File: src/rtl/core/assert_macros.svh
// Assertion macros shared by the retransmit window tracker RTL.
`ifndef ASSERT_MACROS_SVH
`define ASSERT_MACROS_SVH
`ifndef SYNTHESIS
// Property must hold at every clock edge outside reset.
`define ASSERT_CLK(lbl, clk, rst_n, prop, msg) \
    lbl: assert property (@(posedge clk) disable iff (!rst_n) prop) else $error(msg);
// Condition must never be true outside reset.
`define ASSERT_NEVER(lbl, clk, rst_n, cond, msg) \
    lbl: assert property (@(posedge clk) disable iff (!rst_n) !(cond)) else $error(msg);
`else
`define ASSERT_CLK(lbl, clk, rst_n, prop, msg)
`define ASSERT_NEVER(lbl, clk, rst_n, cond, msg)
`endif
`endif

File: src/rtl/core/rwt_pkg.sv
// Package with field widths, codes and control structs of the retransmit window tracker.
package rwt_pkg;

    localparam int CFG_W          = 6;
    localparam int MODE_W         = 2;
    localparam int SEQ_W          = 32;
    localparam int HANDLE_W       = 16;
    localparam int KIND_W         = 3;
    localparam int WINDOW_DEFAULT = 32;
    localparam int MAX_RESULTS    = 32;

    localparam logic [CFG_W-1:0] WIN_CFG_RESET = 6'd32;

    typedef enum logic [MODE_W-1:0] {
        MODE_TRACK      = 2'd0,
        MODE_ACK        = 2'd1,
        MODE_MISS       = 2'd2,
        MODE_RESEND_ALL = 2'd3
    } rwt_mode_t;

    typedef enum logic [KIND_W-1:0] {
        KIND_TRACKED      = 3'd0,
        KIND_FULL         = 3'd1,
        KIND_ACK_APPLIED  = 3'd2,
        KIND_ACK_IGNORED  = 3'd3,
        KIND_RESEND       = 3'd4
    } rwt_kind_t;

    // Slot store access for one cycle
    typedef struct packed {
        logic wr;
        logic rd;
    } rwt_store_cmd_t;

    // Occupancy flag update for one cycle
    typedef struct packed {
        logic set;
        logic set_val;
        logic clear;
    } rwt_occ_cmd_t;

endpackage

File: src/rtl/core/retransmit_window_tracker.sv
// Top level of the retransmit window tracker: item sequencer and window state.
//
// Usage:
//   s_axis carries one command per transfer: tuser holds the mode (track, ack,
//   miss report, resend all), tdata the sequence number and packet handle.
//   m_axis carries results: tuser the result kind, tdata the resent handle,
//   tlast marks the final result of a command. cfg_we/cfg_wdata write the
//   window size; the user must write it only while the block is idle, as
//   the block does not enforce this. Commands are taken one at a time. Track
//   and ack are decided in the execute state and give their result through
//   the output register; a miss report first reads the slot memory and gives
//   a result only for an occupied in-window slot after an applied ack. Resend
//   all walks the flags slot by slot, reading handles of up to 32 occupied slots.
//   Results sit in an output register, so the next command is accepted while
//   a result waits; a stalled receiver holds the sequencer only when it must
//   emit again. Reset clears the occupancy flags at once (no sweep), the
//   window base, next expected ack and the ack flag; window size resets to 32.
`include "assert_macros.svh"
module retransmit_window_tracker
    import rwt_pkg::*;
#(
    parameter int WINDOW = WINDOW_DEFAULT
)(
    input  logic                clk,
    input  logic                rst_n,
    // config
    input  logic                cfg_we,
    input  logic [CFG_W-1:0]    cfg_wdata,
    // command stream
    input  logic                s_axis_tvalid,
    output logic                s_axis_tready,
    input  logic [47:0]         s_axis_tdata,   // [31:0] seq, [47:32] handle
    input  logic [MODE_W-1:0]   s_axis_tuser,   // [1:0] mode
    // result stream
    output logic                m_axis_tvalid,
    input  logic                m_axis_tready,
    output logic [15:0]         m_axis_tdata,   // [15:0] resend_handle
    output logic [KIND_W-1:0]   m_axis_tuser,   // [2:0] kind
    output logic                m_axis_tlast
);

    localparam int IW    = (WINDOW > 1) ? $clog2(WINDOW) : 1;
    localparam int LW    = $clog2(WINDOW + 1);
    localparam int CMW   = (LW > CFG_W) ? LW : CFG_W;
    localparam int CNT_W = $clog2(MAX_RESULTS + 1);

    typedef enum logic [2:0] {
        ST_IDLE,
        ST_EXEC,
        ST_MISS_RD,
        ST_SCAN,
        ST_SCAN_RD
    } state_t;

    state_t              state_reg, state_next;
    rwt_mode_t           mode_reg;
    logic [SEQ_W-1:0]    seq_reg;
    logic [HANDLE_W-1:0] handle_reg;
    logic [SEQ_W-1:0]    next_ack_reg, next_ack_next;
    logic [IW-1:0]       base_reg, base_next;
    logic                ack_ok_reg, ack_ok_next;
    logic [CFG_W-1:0]    win_cfg_reg;
    logic [LW-1:0]       k_reg, k_next;
    logic [CNT_W-1:0]    cnt_reg, cnt_next;
    logic                last_pend_reg, last_pend_next;
    logic                out_valid_reg;
    rwt_kind_t           out_kind_reg;
    logic [HANDLE_W-1:0] out_handle_reg;
    logic                out_last_reg;

    logic [CMW-1:0]      cfg_ext;
    logic [LW-1:0]       win;
    logic [SEQ_W-1:0]    offset;
    logic                in_window;
    logic [LW-1:0]       n_slide;
    logic [IW:0]         base_sum;
    logic                slot_free;
    logic                accept;
    logic                emit;
    rwt_kind_t           emit_kind;
    logic [HANDLE_W-1:0] emit_handle;
    logic                emit_last;
    rwt_store_cmd_t      store_cmd;
    rwt_occ_cmd_t        occ_cmd;
    logic [IW-1:0]       lidx;
    logic [HANDLE_W-1:0] rd_data;
    logic                occ_at;
    logic                later_any;

    // effective window, saturated to 1..WINDOW
    always_comb
    begin
        cfg_ext = CMW'(win_cfg_reg);
        if (cfg_ext == '0)
        begin
            win = LW'(1);
        end
        else if (cfg_ext > CMW'(WINDOW))
        begin
            win = LW'(WINDOW);
        end
        else
        begin
            win = LW'(cfg_ext);
        end
    end

    // offset into the window and slide arithmetic
    assign offset    = seq_reg - next_ack_reg;
    assign in_window = offset < SEQ_W'(win);
    assign n_slide   = offset[LW-1:0] + LW'(1);
    assign base_sum  = {1'b0, base_reg} + (IW+1)'(n_slide);

    assign slot_free     = !out_valid_reg || m_axis_tready;
    assign s_axis_tready = (state_reg == ST_IDLE);
    assign accept        = s_axis_tvalid && s_axis_tready;

    // sequencer decisions
    always_comb
    begin
        state_next     = state_reg;
        next_ack_next  = next_ack_reg;
        base_next      = base_reg;
        ack_ok_next    = ack_ok_reg;
        k_next         = k_reg;
        cnt_next       = cnt_reg;
        last_pend_next = last_pend_reg;
        emit           = 1'b0;
        emit_kind      = KIND_TRACKED;
        emit_handle    = '0;
        emit_last      = 1'b1;
        store_cmd      = '0;
        occ_cmd        = '0;
        lidx           = offset[IW-1:0];

        case (state_reg)
            ST_IDLE:
            begin
                if (accept)
                begin
                    state_next = ST_EXEC;
                end
            end
            ST_EXEC:
            begin
                case (mode_reg)
                    MODE_TRACK:
                    begin
                        if (slot_free)
                        begin
                            emit      = 1'b1;
                            emit_kind = in_window ? KIND_TRACKED : KIND_FULL;
                            if (in_window)
                            begin
                                store_cmd.wr    = 1'b1;
                                occ_cmd.set     = 1'b1;
                                occ_cmd.set_val = (handle_reg != '0);
                            end
                            state_next = ST_IDLE;
                        end
                    end
                    MODE_ACK:
                    begin
                        if (slot_free)
                        begin
                            emit      = 1'b1;
                            emit_kind = in_window ? KIND_ACK_APPLIED : KIND_ACK_IGNORED;
                            if (in_window)
                            begin
                                occ_cmd.clear = 1'b1;
                                next_ack_next = next_ack_reg + offset + SEQ_W'(1);
                                if (base_sum >= (IW+1)'(WINDOW))
                                begin
                                    base_next = IW'(base_sum - (IW+1)'(WINDOW));
                                end
                                else
                                begin
                                    base_next = base_sum[IW-1:0];
                                end
                            end
                            ack_ok_next = in_window;
                            state_next  = ST_IDLE;
                        end
                    end
                    MODE_MISS:
                    begin
                        if (ack_ok_reg && in_window && occ_at)
                        begin
                            store_cmd.rd = 1'b1;
                            state_next   = ST_MISS_RD;
                        end
                        else
                        begin
                            state_next = ST_IDLE;
                        end
                    end
                    MODE_RESEND_ALL:
                    begin
                        k_next     = '0;
                        cnt_next   = '0;
                        state_next = ST_SCAN;
                    end
                    default:
                    begin
                        state_next = ST_IDLE;
                    end
                endcase
            end
            ST_MISS_RD:
            begin
                if (slot_free)
                begin
                    emit        = 1'b1;
                    emit_kind   = KIND_RESEND;
                    emit_handle = rd_data;
                    state_next  = ST_IDLE;
                end
            end
            ST_SCAN:
            begin
                lidx = k_reg[IW-1:0];
                if (k_reg >= win)
                begin
                    state_next = ST_IDLE;
                end
                else if (occ_at)
                begin
                    store_cmd.rd   = 1'b1;
                    last_pend_next = !later_any || (cnt_reg == CNT_W'(MAX_RESULTS - 1));
                    state_next     = ST_SCAN_RD;
                end
                else
                begin
                    k_next = k_reg + LW'(1);
                end
            end
            ST_SCAN_RD:
            begin
                lidx = k_reg[IW-1:0];
                if (slot_free)
                begin
                    emit        = 1'b1;
                    emit_kind   = KIND_RESEND;
                    emit_handle = rd_data;
                    emit_last   = last_pend_reg;
                    k_next      = k_reg + LW'(1);
                    cnt_next    = cnt_reg + CNT_W'(1);
                    state_next  = last_pend_reg ? ST_IDLE : ST_SCAN;
                end
            end
            default:
            begin
                state_next = ST_IDLE;
            end
        endcase
    end

    // state, window registers and output register
    always_ff @(posedge clk or negedge rst_n)
    begin
        if (!rst_n)
        begin
            state_reg      <= ST_IDLE;
            mode_reg       <= MODE_TRACK;
            seq_reg        <= '0;
            handle_reg     <= '0;
            next_ack_reg   <= '0;
            base_reg       <= '0;
            ack_ok_reg     <= 1'b0;
            win_cfg_reg    <= WIN_CFG_RESET;
            k_reg          <= '0;
            cnt_reg        <= '0;
            last_pend_reg  <= 1'b0;
            out_valid_reg  <= 1'b0;
            out_kind_reg   <= KIND_TRACKED;
            out_handle_reg <= '0;
            out_last_reg   <= 1'b0;
        end
        else
        begin
            state_reg     <= state_next;
            next_ack_reg  <= next_ack_next;
            base_reg      <= base_next;
            ack_ok_reg    <= ack_ok_next;
            k_reg         <= k_next;
            cnt_reg       <= cnt_next;
            last_pend_reg <= last_pend_next;
            if (cfg_we)
            begin
                win_cfg_reg <= cfg_wdata;
            end
            if (accept)
            begin
                mode_reg   <= rwt_mode_t'(s_axis_tuser);
                seq_reg    <= s_axis_tdata[31:0];
                handle_reg <= s_axis_tdata[47:32];
            end
            if (emit)
            begin
                out_valid_reg  <= 1'b1;
                out_kind_reg   <= emit_kind;
                out_handle_reg <= emit_handle;
                out_last_reg   <= emit_last;
            end
            else if (m_axis_tready)
            begin
                out_valid_reg <= 1'b0;
            end
        end
    end

    assign m_axis_tvalid = out_valid_reg;
    assign m_axis_tuser  = out_kind_reg;
    assign m_axis_tdata  = out_handle_reg;
    assign m_axis_tlast  = out_last_reg;

    rwt_slot_store #(
        .WINDOW (WINDOW)
    ) u_store (
        .clk     (clk),
        .cmd     (store_cmd),
        .base    (base_reg),
        .lidx    (lidx),
        .wr_data (handle_reg),
        .rd_data (rd_data)
    );

    rwt_occ_map #(
        .WINDOW (WINDOW)
    ) u_occ (
        .clk       (clk),
        .rst_n     (rst_n),
        .cmd       (occ_cmd),
        .base      (base_reg),
        .lidx      (lidx),
        .scan_k    (k_reg),
        .win       (win),
        .clr_n     (n_slide),
        .occ_at    (occ_at),
        .later_any (later_any)
    );

    `ASSERT_NEVER(a_base_range, clk, rst_n, {1'b0, base_reg} >= (IW+1)'(WINDOW),
        "ring base out of range")
    `ASSERT_NEVER(a_cnt_limit, clk, rst_n, cnt_reg > CNT_W'(MAX_RESULTS),
        "resend count overrun")
    `ASSERT_CLK(a_accept_exec, clk, rst_n, accept |=> (state_reg == ST_EXEC),
        "accepted transfer not executed")

endmodule

File: src/rtl/core/rwt_slot_store.sv
// Handle memory of the window, addressed by logical slot through the ring base.
module rwt_slot_store
    import rwt_pkg::*;
#(
    parameter int WINDOW = WINDOW_DEFAULT
)(
    input  logic                clk,
    input  rwt_store_cmd_t      cmd,
    input  logic [((WINDOW > 1) ? $clog2(WINDOW) : 1)-1:0] base,
    input  logic [((WINDOW > 1) ? $clog2(WINDOW) : 1)-1:0] lidx,
    input  logic [HANDLE_W-1:0] wr_data,
    output logic [HANDLE_W-1:0] rd_data
);

    localparam int IW = (WINDOW > 1) ? $clog2(WINDOW) : 1;

    logic [HANDLE_W-1:0] mem [WINDOW];
    logic [HANDLE_W-1:0] rd_data_reg;
    logic [IW:0]         addr_sum;
    logic [IW-1:0]       phys;

    // logical slot to physical entry, wrap once around the ring
    always_comb
    begin
        addr_sum = {1'b0, base} + {1'b0, lidx};
        if (addr_sum >= (IW+1)'(WINDOW))
        begin
            addr_sum = addr_sum - (IW+1)'(WINDOW);
        end
        phys = addr_sum[IW-1:0];
    end

    // single port memory, registered read
    always_ff @(posedge clk)
    begin
        if (cmd.wr)
        begin
            mem[phys] <= wr_data;
        end
        if (cmd.rd)
        begin
            rd_data_reg <= mem[phys];
        end
    end

    assign rd_data = rd_data_reg;

endmodule

File: src/rtl/core/rwt_occ_map.sv
// Per-slot occupancy flags of the window with logical position lookups.
`include "assert_macros.svh"
module rwt_occ_map
    import rwt_pkg::*;
#(
    parameter int WINDOW = WINDOW_DEFAULT
)(
    input  logic         clk,
    input  logic         rst_n,
    input  rwt_occ_cmd_t cmd,
    input  logic [((WINDOW > 1) ? $clog2(WINDOW) : 1)-1:0] base,
    input  logic [((WINDOW > 1) ? $clog2(WINDOW) : 1)-1:0] lidx,
    input  logic [$clog2(WINDOW+1)-1:0] scan_k,
    input  logic [$clog2(WINDOW+1)-1:0] win,
    input  logic [$clog2(WINDOW+1)-1:0] clr_n,
    output logic         occ_at,
    output logic         later_any
);

    localparam int IW = (WINDOW > 1) ? $clog2(WINDOW) : 1;

    logic [WINDOW-1:0] occ_reg;
    logic [WINDOW-1:0] occ_next;
    logic [IW:0]       lpos [WINDOW];
    logic [IW:0]       lx;
    logic [IW:0]       kx;
    logic [IW:0]       wx;
    logic [IW:0]       nx;

    assign lx = {1'b0, lidx};
    assign kx = (IW+1)'(scan_k);
    assign wx = (IW+1)'(win);
    assign nx = (IW+1)'(clr_n);

    // logical position of every physical entry
    always_comb
    begin
        for (int p = 0; p < WINDOW; p++)
        begin
            if ((IW+1)'(p) < {1'b0, base})
            begin
                lpos[p] = (IW+1)'(p) + (IW+1)'(WINDOW) - {1'b0, base};
            end
            else
            begin
                lpos[p] = (IW+1)'(p) - {1'b0, base};
            end
        end
    end

    // flag updates and lookups
    always_comb
    begin
        occ_next  = occ_reg;
        occ_at    = 1'b0;
        later_any = 1'b0;
        for (int p = 0; p < WINDOW; p++)
        begin
            if (cmd.set && (lpos[p] == lx))
            begin
                occ_next[p] = cmd.set_val;
            end
            if (cmd.clear && (lpos[p] < nx))
            begin
                occ_next[p] = 1'b0;
            end
            if (occ_reg[p] && (lpos[p] == lx))
            begin
                occ_at = 1'b1;
            end
            if (occ_reg[p] && (lpos[p] > kx) && (lpos[p] < wx))
            begin
                later_any = 1'b1;
            end
        end
    end

    always_ff @(posedge clk or negedge rst_n)
    begin
        if (!rst_n)
        begin
            occ_reg <= '0;
        end
        else
        begin
            occ_reg <= occ_next;
        end
    end

    `ASSERT_NEVER(a_set_and_clear, clk, rst_n, cmd.set && cmd.clear, "occ set during clear")
    `ASSERT_CLK(a_clear_nonzero, clk, rst_n, cmd.clear |-> (clr_n != '0), "empty slide")
    `ASSERT_CLK(a_set_sticks, clk, rst_n, (cmd.set && cmd.set_val) |=> (occ_reg != '0),
        "occupancy set lost")

endmodule

File: config.mk
export PLATFORM = sky130hd
export DESIGN_NAME = retransmit_window_tracker
export DESIGN_NICKNAME = d
export VERILOG_FILES = /design/src/rtl/core/rwt_pkg.sv /design/src/rtl/core/retransmit_window_tracker.sv /design/src/rtl/core/rwt_slot_store.sv /design/src/rtl/core/rwt_occ_map.sv
export VERILOG_INCLUDE_DIRS = /design/src /design/src/rtl/core
export SDC_FILE = /design/constraint.sdc
export NUM_CORES = 1
export LEC_CHECK = 0
export ABC_CLOCK_PERIOD_IN_PS = 7500
export BUFFER_PORTS_ARGS = -buffer_cell sky130_fd_sc_hd__buf_2
export CAP_MARGIN = 20
export CORE_AREA = 2 2 261 263
export DETAILED_ROUTE_END_ITERATION = 10
export DIE_AREA = 0 0 263 265
export GPL_ROUTABILITY_DRIVEN = 0
export PLACE_DENSITY = 0.83
export REMOVE_ABC_BUFFERS = 1
export SLEW_MARGIN = 20
export SYNTH_ARGS = -nofsm -noshare
export SYNTH_HDL_FRONTEND = slang
export SYNTH_SLANG_ARGS = --single-unit
File: constraint.sdc
create_clock -name clk -period 7.5 [get_ports clk]
set_input_delay 1.5 -clock clk [delete_from_list [all_inputs] [get_ports clk]]
set_output_delay 1.5 -clock clk [all_outputs]
set_load 0.01 [all_outputs]
==> results.md, run 1 <==
* Status: complete, no violations
* Mapped Area at 0.0398 mm^2
* Switching power at 9950 uW
* Routed WL at 115000 um
* Post-synth ARST share at 0.236
* Nets@finish at 3739
* Top reg by flops: u_store.mem
* Pre-CTS setup slack at 0.993 ns
* Count of final setup violators at 0
* Critical path's most frequent cell: nor2_1
* Critical path fanouts, max at 10
* Sw frac at 0.455
* Syn_area_per_cell at 12.7 um^2
* Commonest cells after routing, fill and taps aside: edfxtp_1 (528), ha_1 (402), nor2_1 (169)
* DR iter-0 viols at 3241
* CP Data Required Time at 7.85 ns
* Worst path max stage delay at 0.84 ns
* Worst R2R Setup Slack at 0.79 ns
* DPL Wire Length at 74300 um
* Top FF cell, synth: edfxtp_1
* Clk slew on worst S/H paths at 0.06 ns
* Logic pwr share at 0.587
* Die span in y at 265 um
* Root buffer cell: clkbuf_16
* Critical path class: reg -> reg
* PD cells at 494 mW/mm^2
* DP Area at 0.0416 mm^2
* Cts repair resizes at 0
* WHS Path Cells at 1
* Fin worst setup slack at 0.793 ns
* Seq/Total Area, Yosys at 0.500
* Clk pwr share at 0.180
* Number of routed nets with antenna violations at 0
* Final core occ at 0.662
* Initial antenna violation count at 3
* Flop pwr share at 0.233
* Total global routing overflow at 0
* Worst R2R End: u_store.mem[18][4]
* Top-Level Pins at 83
* Fmax at 0.149 GHz
* Core area at 0.0668 mm^2
* Int Pwr at 11900 uW
* Total die area at 0.0697 mm^2
* Area grow syn2layout at 11.1%
* Ordered cell list for the critical path: inv_1 -> ha_1 -> inv_1 -> fa_1 -> a211oi_2 -> nor2_1 -> nor2_1 -> ha_1 -> a21o_1 -> a21oi_1 -> o21ai_0 -> a2111oi_2 -> nand4bb_1 -> nor4_2 -> nor4b_4 -> nand4_1 -> or3_1 -> nor2_1 -> buf_4
* Hold endpoint: m_axis_tdata[5]
* First-pass GRT wire length at 173000 um
* Gr usage total at 0.329
* Input/output buffers at 82
* WHS at 0.486 ns
* Final Critical Period at 6.71 ns
* Hold WC Path Type: reg -> reg
* TritonCTS buffer count at 70
* Crit end category: flip-flop
* Period utilisation layout at 0.894
* Worst-Skew Late Latency at 0.65 ns
* Vias in the first global route at 28108
* Yosys warns at 0
* CTS H-tree depth at 3
* Rows at 95
* #FFs+latches synth at 691
* EDFF count, synth at 528
* DR DRC count at 0
* Final instance area at 0.0443 mm^2
* Slew margin rel. at 0.211
* VDD IR-drop max at 0.000492 V
* DR pass1 iterations at 6
* Clk sinks at 691
* Worst slew pin tran at 1.18 ns
* Die X at 263 um
* Origin of the critical flop-to-flop path: seq_reg[0]
* Largest net degree at the start of global routing at 91
* Clk_skew at 0.0354 ns
* Max_cap viols at 0
* Starting Density at 0.596
* R2R cell count at 19
* RSZ-0062 raised after global routing: false
* Critical-path top delay cell: or3_1
* Hold Buf Count CTS at 0
* Wirelength per Cell at 27.4 um
* CTS tree: yes
* Arrival @ worst endpoint at 7.05 ns
* Most common cell after layout, fill and taps aside: edfxtp_1
* Final slew viol count at 0
* Vias per cell at 6.88
* Distinct cells, synth at 100
* Setup Buffers After CTS at 0
* Hold path start: u_store.rd_data[5]
* Final hold viol count at 0
* Leak at 0.0172 uW
* Syn Inst Count at 3141
* Max reg flops at 512
* Share of layout cells above drive strength 1 at 0.160
* Setup crit start kind: flip-flop
* Clock tree buffer depth at 3
* Setup TNS Final at 0 ns
* Routed vias at 28935
==> kinds of logic (layout without fill, tap and decap cells) <==
group / Yosys count / after routing / synth area share
AOI/OAI and AO/OA: 701 / 701 / 0.121
DFF: 691 / 691 / 0.500
muxes: 200 / 200 / 0.0926
other: 0 / 3 / 0
adders and majority gates: 407 / 407 / 0.129
and+or+nand+nor: 748 / 748 / 0.0994
xor gates and xnor gates: 141 / 141 / 0.0318
buffers and inverters: 253 / 441 / 0.0260
==> critical path, delay by kind of cell, from the launching register on <==
kind                       cells  cell delay (ns)
and+or+nand+nor                8             3.47
AOI/OAI and AO/OA              5             1.14
adders and majority gates      3             0.93
buffers and inverters          3             0.46
DFF                            1             0.39
==> power groups by stage <==
stage,combinational [uW],clock (uW),sequential [uW]
detailed placement,12100,0,5150
CTS,12500,3940,5080
global route,13600,4080,5100
floorplan,8410,0,5300
global placement,11700,0,5140
finish,12800,3940,5080
==> how the worst max path moves through the flow <==
stage | from | depth (start not counted) | slack, ns | endpoint
after floorplan | state_reg[1] | 10 | -2.09 | u_store.rd_data[0]
after global placement | seq_reg[0] | 19 | 1.18 | u_store.mem[18][15]
after detailed placement | seq_reg[0] | 19 | 0.99 | u_store.mem[18][4]
after CTS | seq_reg[0] | 19 | 0.89 | u_store.mem[18][4]
after global routing | seq_reg[0] | 19 | 0.42 | u_store.mem[18][15]
final | seq_reg[0] | 19 | 0.79 | u_store.mem[18][4]
==> synth_stat cells, types with 10 or more instances <==
| cell | count | share of area |
|---|---|---|
| xor2_1 | 48 | 0.011 |
| dfrtp_1 | 162 | 0.10 |
| mux2i_1 | 16 | 0.0040 |
| a22oi_1 | 36 | 0.0068 |
| a22o_1 | 25 | 0.0055 |
| a32o_1 | 20 | 0.0050 |
| or2_2 | 13 | 0.0020 |
| and3_1 | 24 | 0.0038 |
| a221oi_1 | 14 | 0.0031 |
| a211o_1 | 10 | 0.0022 |
| nand4_1 | 54 | 0.0085 |
| a211oi_1 | 42 | 0.0079 |
| o221ai_1 | 14 | 0.0031 |
| and2_1 | 15 | 0.0024 |
| nor2_1 | 170 | 0.016 |
| nand2_1 | 165 | 0.016 |
| nor2b_1 | 51 | 0.0080 |
| inv_1 | 143 | 0.013 |
| ha_1 | 403 | 0.13 |
| nand2b_1 | 31 | 0.0049 |
| o21ai_1 | 37 | 0.0046 |
| a21oi_1 | 146 | 0.018 |
| o2111ai_1 | 13 | 0.0029 |
| nor3_1 | 47 | 0.0059 |
| a21o_1 | 99 | 0.019 |
| clkbuf_1 | 76 | 0.0072 |
| mux4_2 | 128 | 0.072 |
| xnor2_1 | 90 | 0.020 |
| nand3_1 | 65 | 0.0082 |
| o31ai_1 | 12 | 0.0023 |
| o21ai_0 | 92 | 0.012 |
| buf_2 | 15 | 0.0019 |
| and4_1 | 10 | 0.0022 |
| o211ai_1 | 18 | 0.0034 |
| o21a_1 | 19 | 0.0036 |
| a31oi_1 | 27 | 0.0042 |
| mux2_2 | 53 | 0.015 |
| nor4_1 | 23 | 0.0036 |
| edfxtp_1 | 528 | 0.40 |
| or3_1 | 15 | 0.0024 |
==> per-layer routing <==
metal	up-vias	wire length, um	GRT usage	part of all wire
li1	12479	-	-	-
met1	14087	42300	0.416	0.37
met2	1928	54300	0.535	0.47
met3	439	11800	0.0698	0.10
met4	2	6900	0.179	0.060
met5	-	14	0	0.00012
==> through the flow <==
stage	cells	power, uW
after floorplan	3033	13700
after global placement	4070	16800
after detailed placement	4071	17300
after CTS	4201	21500
after global routing	4204	22800
final	4205	21900
==> layout make-up <==
cell class | instances | area [um^2]
sequential | 691 | 19900
fill | 4590 | 22500
tap | 873 | 1090
inverter | 145 | 544
clock inverter | 49 | 761
antenna | 3 | 7.51
clock buffer | 81 | 1830
timing repair buffer | 166 | 1090
multi-input combinational | 2197 | 19000
Power figures use the tool's default switching activity.
==> run 2, diff against run 1 <==
--- a/config.mk
+++ b/config.mk
@@ -9,13 +9,14 @@
 export ABC_CLOCK_PERIOD_IN_PS = 7500
 export BUFFER_PORTS_ARGS = -buffer_cell sky130_fd_sc_hd__buf_2
 export CAP_MARGIN = 20
-export CORE_AREA = 2 2 261 263
+export CORE_AREA = 2 2 266 268
 export DETAILED_ROUTE_END_ITERATION = 10
-export DIE_AREA = 0 0 263 265
+export DIE_AREA = 0 0 268 270
 export GPL_ROUTABILITY_DRIVEN = 0
 export PLACE_DENSITY = 0.83
 export REMOVE_ABC_BUFFERS = 1
 export SLEW_MARGIN = 20
 export SYNTH_ARGS = -nofsm -noshare
 export SYNTH_HDL_FRONTEND = slang
+export SYNTH_HIERARCHICAL = 1
 export SYNTH_SLANG_ARGS = --single-unit
==> run 2 against run 1 <==
  * Clock skew down 0.0080 ns
  * Global-route usage down 2.8 points
  * Synthesized cell count up 16%
  * Clock power down 9.6%
  * Combinational power down 34%
  * Sequential power up 1%
  * Critical path type unchanged
  * First-iteration DRC count up 7.3%
  * Worst setup slack better by 0.50 ns
  * Core utilization down 1.3 points
  * Critical endpoint is now u_store/mem[5][4]
  * Routed wire length down 5.6%
  * Total power down 21%
  * Largest power group unchanged
==> results.md, run 2 <==
* Starting Density at 0.593
* Input/output buffers at 82
* Most common cell after layout, fill and taps aside: edfxtp_1
* Fin worst setup slack at 1.30 ns
* Final Critical Period at 6.20 ns
* Die X at 268 um
* Vias in the first global route at 30108
* Placed cells at 4552
* Rows at 97
* CTS tree: yes
* Final instance area at 0.0452 mm^2
* Top-Level Pins at 83
* Critical path fanouts, max at 10
* Worst R2R Setup Slack at 1.30 ns
* EDFF count, synth at 528
* Number of diodes at 0
* DR DRC count at 0
* Top cell type's share of synthesized area at 0.384
* Die span in y at 270 um
* Clk slew on worst S/H paths at 0.07 ns
* Area grow syn2layout at 9.51%
* Share of layout cells above drive strength 1 at 0.106
* Syn_area_per_cell at 11.3 um^2
* DR iter-0 viols at 3478
* Pre-CTS setup slack at 1.37 ns
* VDD IR-drop max at 0.000364 V
* #FFs+latches synth at 691
* Clk_skew at 0.0274 ns
* Distinct cells, synth at 99
* Arrival @ worst endpoint at 6.52 ns
* Critical path class: reg -> reg
* Post-synth ARST share at 0.236
* Seq/Total Area, Yosys at 0.483
* Total global routing overflow at 0
* Number of routed nets with antenna violations at 0
* RSZ-0062 raised after global routing: false
* Setup Buffers After CTS at 0
* Setup crit start kind: flip-flop
* PD cells at 381 mW/mm^2
* CTS H-tree depth at 3
* TritonCTS buffer count at 72
* First-pass GRT wire length at 170000 um
* Final std cells w/o fill at 4688
* Post-synth top area cell: edfxtp_1
* Fmax at 0.161 GHz
* Final hold viol count at 0
* Core area at 0.0695 mm^2
* Setup TNS Final at 0 ns
* Vias per cell at 6.62
* Commonest cells after routing, fill and taps aside: edfxtp_1 (528), ha_1 (390), nor2b_1 (299)
* Final slew viol count at 0
* Clk sinks at 691
* Leak at 0.0174 uW
* Cell with the most instances after synthesis: edfxtp_1
* CP Data Required Time at 7.82 ns
* DP Area at 0.0428 mm^2
* Routed WL at 109000 um
* Status: complete, no violations
* Total die area at 0.0724 mm^2
* Nets@finish at 4144
* Gr usage total at 0.301
* Largest net degree at the start of global routing at 134
* Crit end category: flip-flop
* Initial antenna violation count at 0
* Root buffer cell: clkbuf_16
* Hold WC Path Type: reg -> reg
* Top cells by area, synth: edfxtp_1 (38%), ha_1 (12%), dfrtp_1 (9.8%), a2111oi_0 (5.2%), nor2b_1 (4.5%)
* Count of final setup violators at 0
* Yosys warns at 6
* Most frequent cells after synthesis: edfxtp_1 (528), ha_1 (391), nor2b_1 (299), a2111oi_0 (247), nand2_1 (175)
* DR pass1 iterations at 6
* Period utilisation layout at 0.827
* Max_cap viols at 0
* Worst slew pin tran at 1.04 ns
* Worst-Skew Late Latency at 0.64 ns
* Mapped Area at 0.0412 mm^2
* Wirelength per Cell at 23.2 um
* DPL Wire Length at 70800 um
* Hold Buf Count CTS at 0
* Syn Inst Count at 3636
* Final core occ at 0.650
* Top FF cell, synth: edfxtp_1
* Clock tree buffer depth at 3
* Max reg flops at 512
* Routed vias at 31013
* Count of filler cells inserted in the layout at 5015
* Slew margin rel. at 0.303
* Cts repair resizes at 0
* Top reg by flops: u_store/mem
-- run 2: where the power goes --
group,switching [uW],internal [uW],total [uW]
clock,1550,2010,3560
combinational,5610,2880,8490
sequential,334,4810,5150
total,7490,9710,17200
-- run 2: per-layer routing --
metal / routed length [um] / global-route usage
met1: 44300 / 0.420
met2: 49800 / 0.468
met4: 4480 / 0.124
met5: 0 / 0
met3: 10300 / 0.0522
-- run 2: final cells by class --
| cell class | instances | area, um^2 | area share |
|---|---|---|---|
| multi-input cells | 2597 | 20000 | 0.442 |
| flip-flops and latches | 691 | 19900 | 0.441 |
| clock buffers | 99 | 1970 | 0.0437 |
| well taps | 940 | 1180 | 0.0260 |
| repair buffers | 163 | 1100 | 0.0244 |
| inverters | 163 | 613 | 0.0136 |
| clock inverters | 35 | 384 | 0.00850 |
-- run 2: cells by family (layout without fill, tap and decap cells) --
kind of cell,count (synthesis),count (layout),synth area share
compound gates,863,863,0.150
mux,163,163,0.0417
simple gates,1025,1025,0.137
flops,691,691,0.483
xor+xnor,151,151,0.0332
fa+ha+maj,395,395,0.121
buf+inv,348,460,0.0345
-- run 2: final timing paths --
kind / start / endpoint / depth (start not counted)
setup / recovery: seq_reg[0] / u_store/mem[5][4] / 23
hold / removal: u_store/rd_data[5] / m_axis_tdata[5] / 1
setup reg to reg: seq_reg[0] / u_store/mem[5][4] / 23
hold reg to reg: u_store/rd_data[5] / m_axis_tdata[5] / 1
max in group asynchronous: rst_n / m_axis_tdata[11] / 2
min in group asynchronous: rst_n / seq_reg[10] / 1
-- run 2: stage by stage --
stage,power (uW),hold slack (ns)
6_report,17200,0.461
5_1_grt,18100,0.473
4_1_cts,17000,0.463
3_5_place_dp,13400,0.460
3_3_place_gp,13200,0.454
2_1_floorplan,10600,0.443
-- run 2: worst max-delay path, cell delays in order, from the launching register on --
cell and delay [ns]:
dfrtp_1 0.37, inv_1 0.09, ha_1 0.17, inv_1 0.06, fa_1 0.40, a21oi_1 0.18
nor2b_1 0.08, nor2_1 0.12, xnor2_1 0.30, ha_1 0.36, a21o_1 0.17, a21oi_1 0.14
o31a_1 0.18, o211a_1 0.16, nand4_1 0.10, or4_4 0.48, nor4_4 0.23, nand2b_1 0.08
or4_1 0.50, nor2_2 0.30, nor2b_1 0.29, nand3_1 0.24, nor2_1 0.58, buf_4 0.32
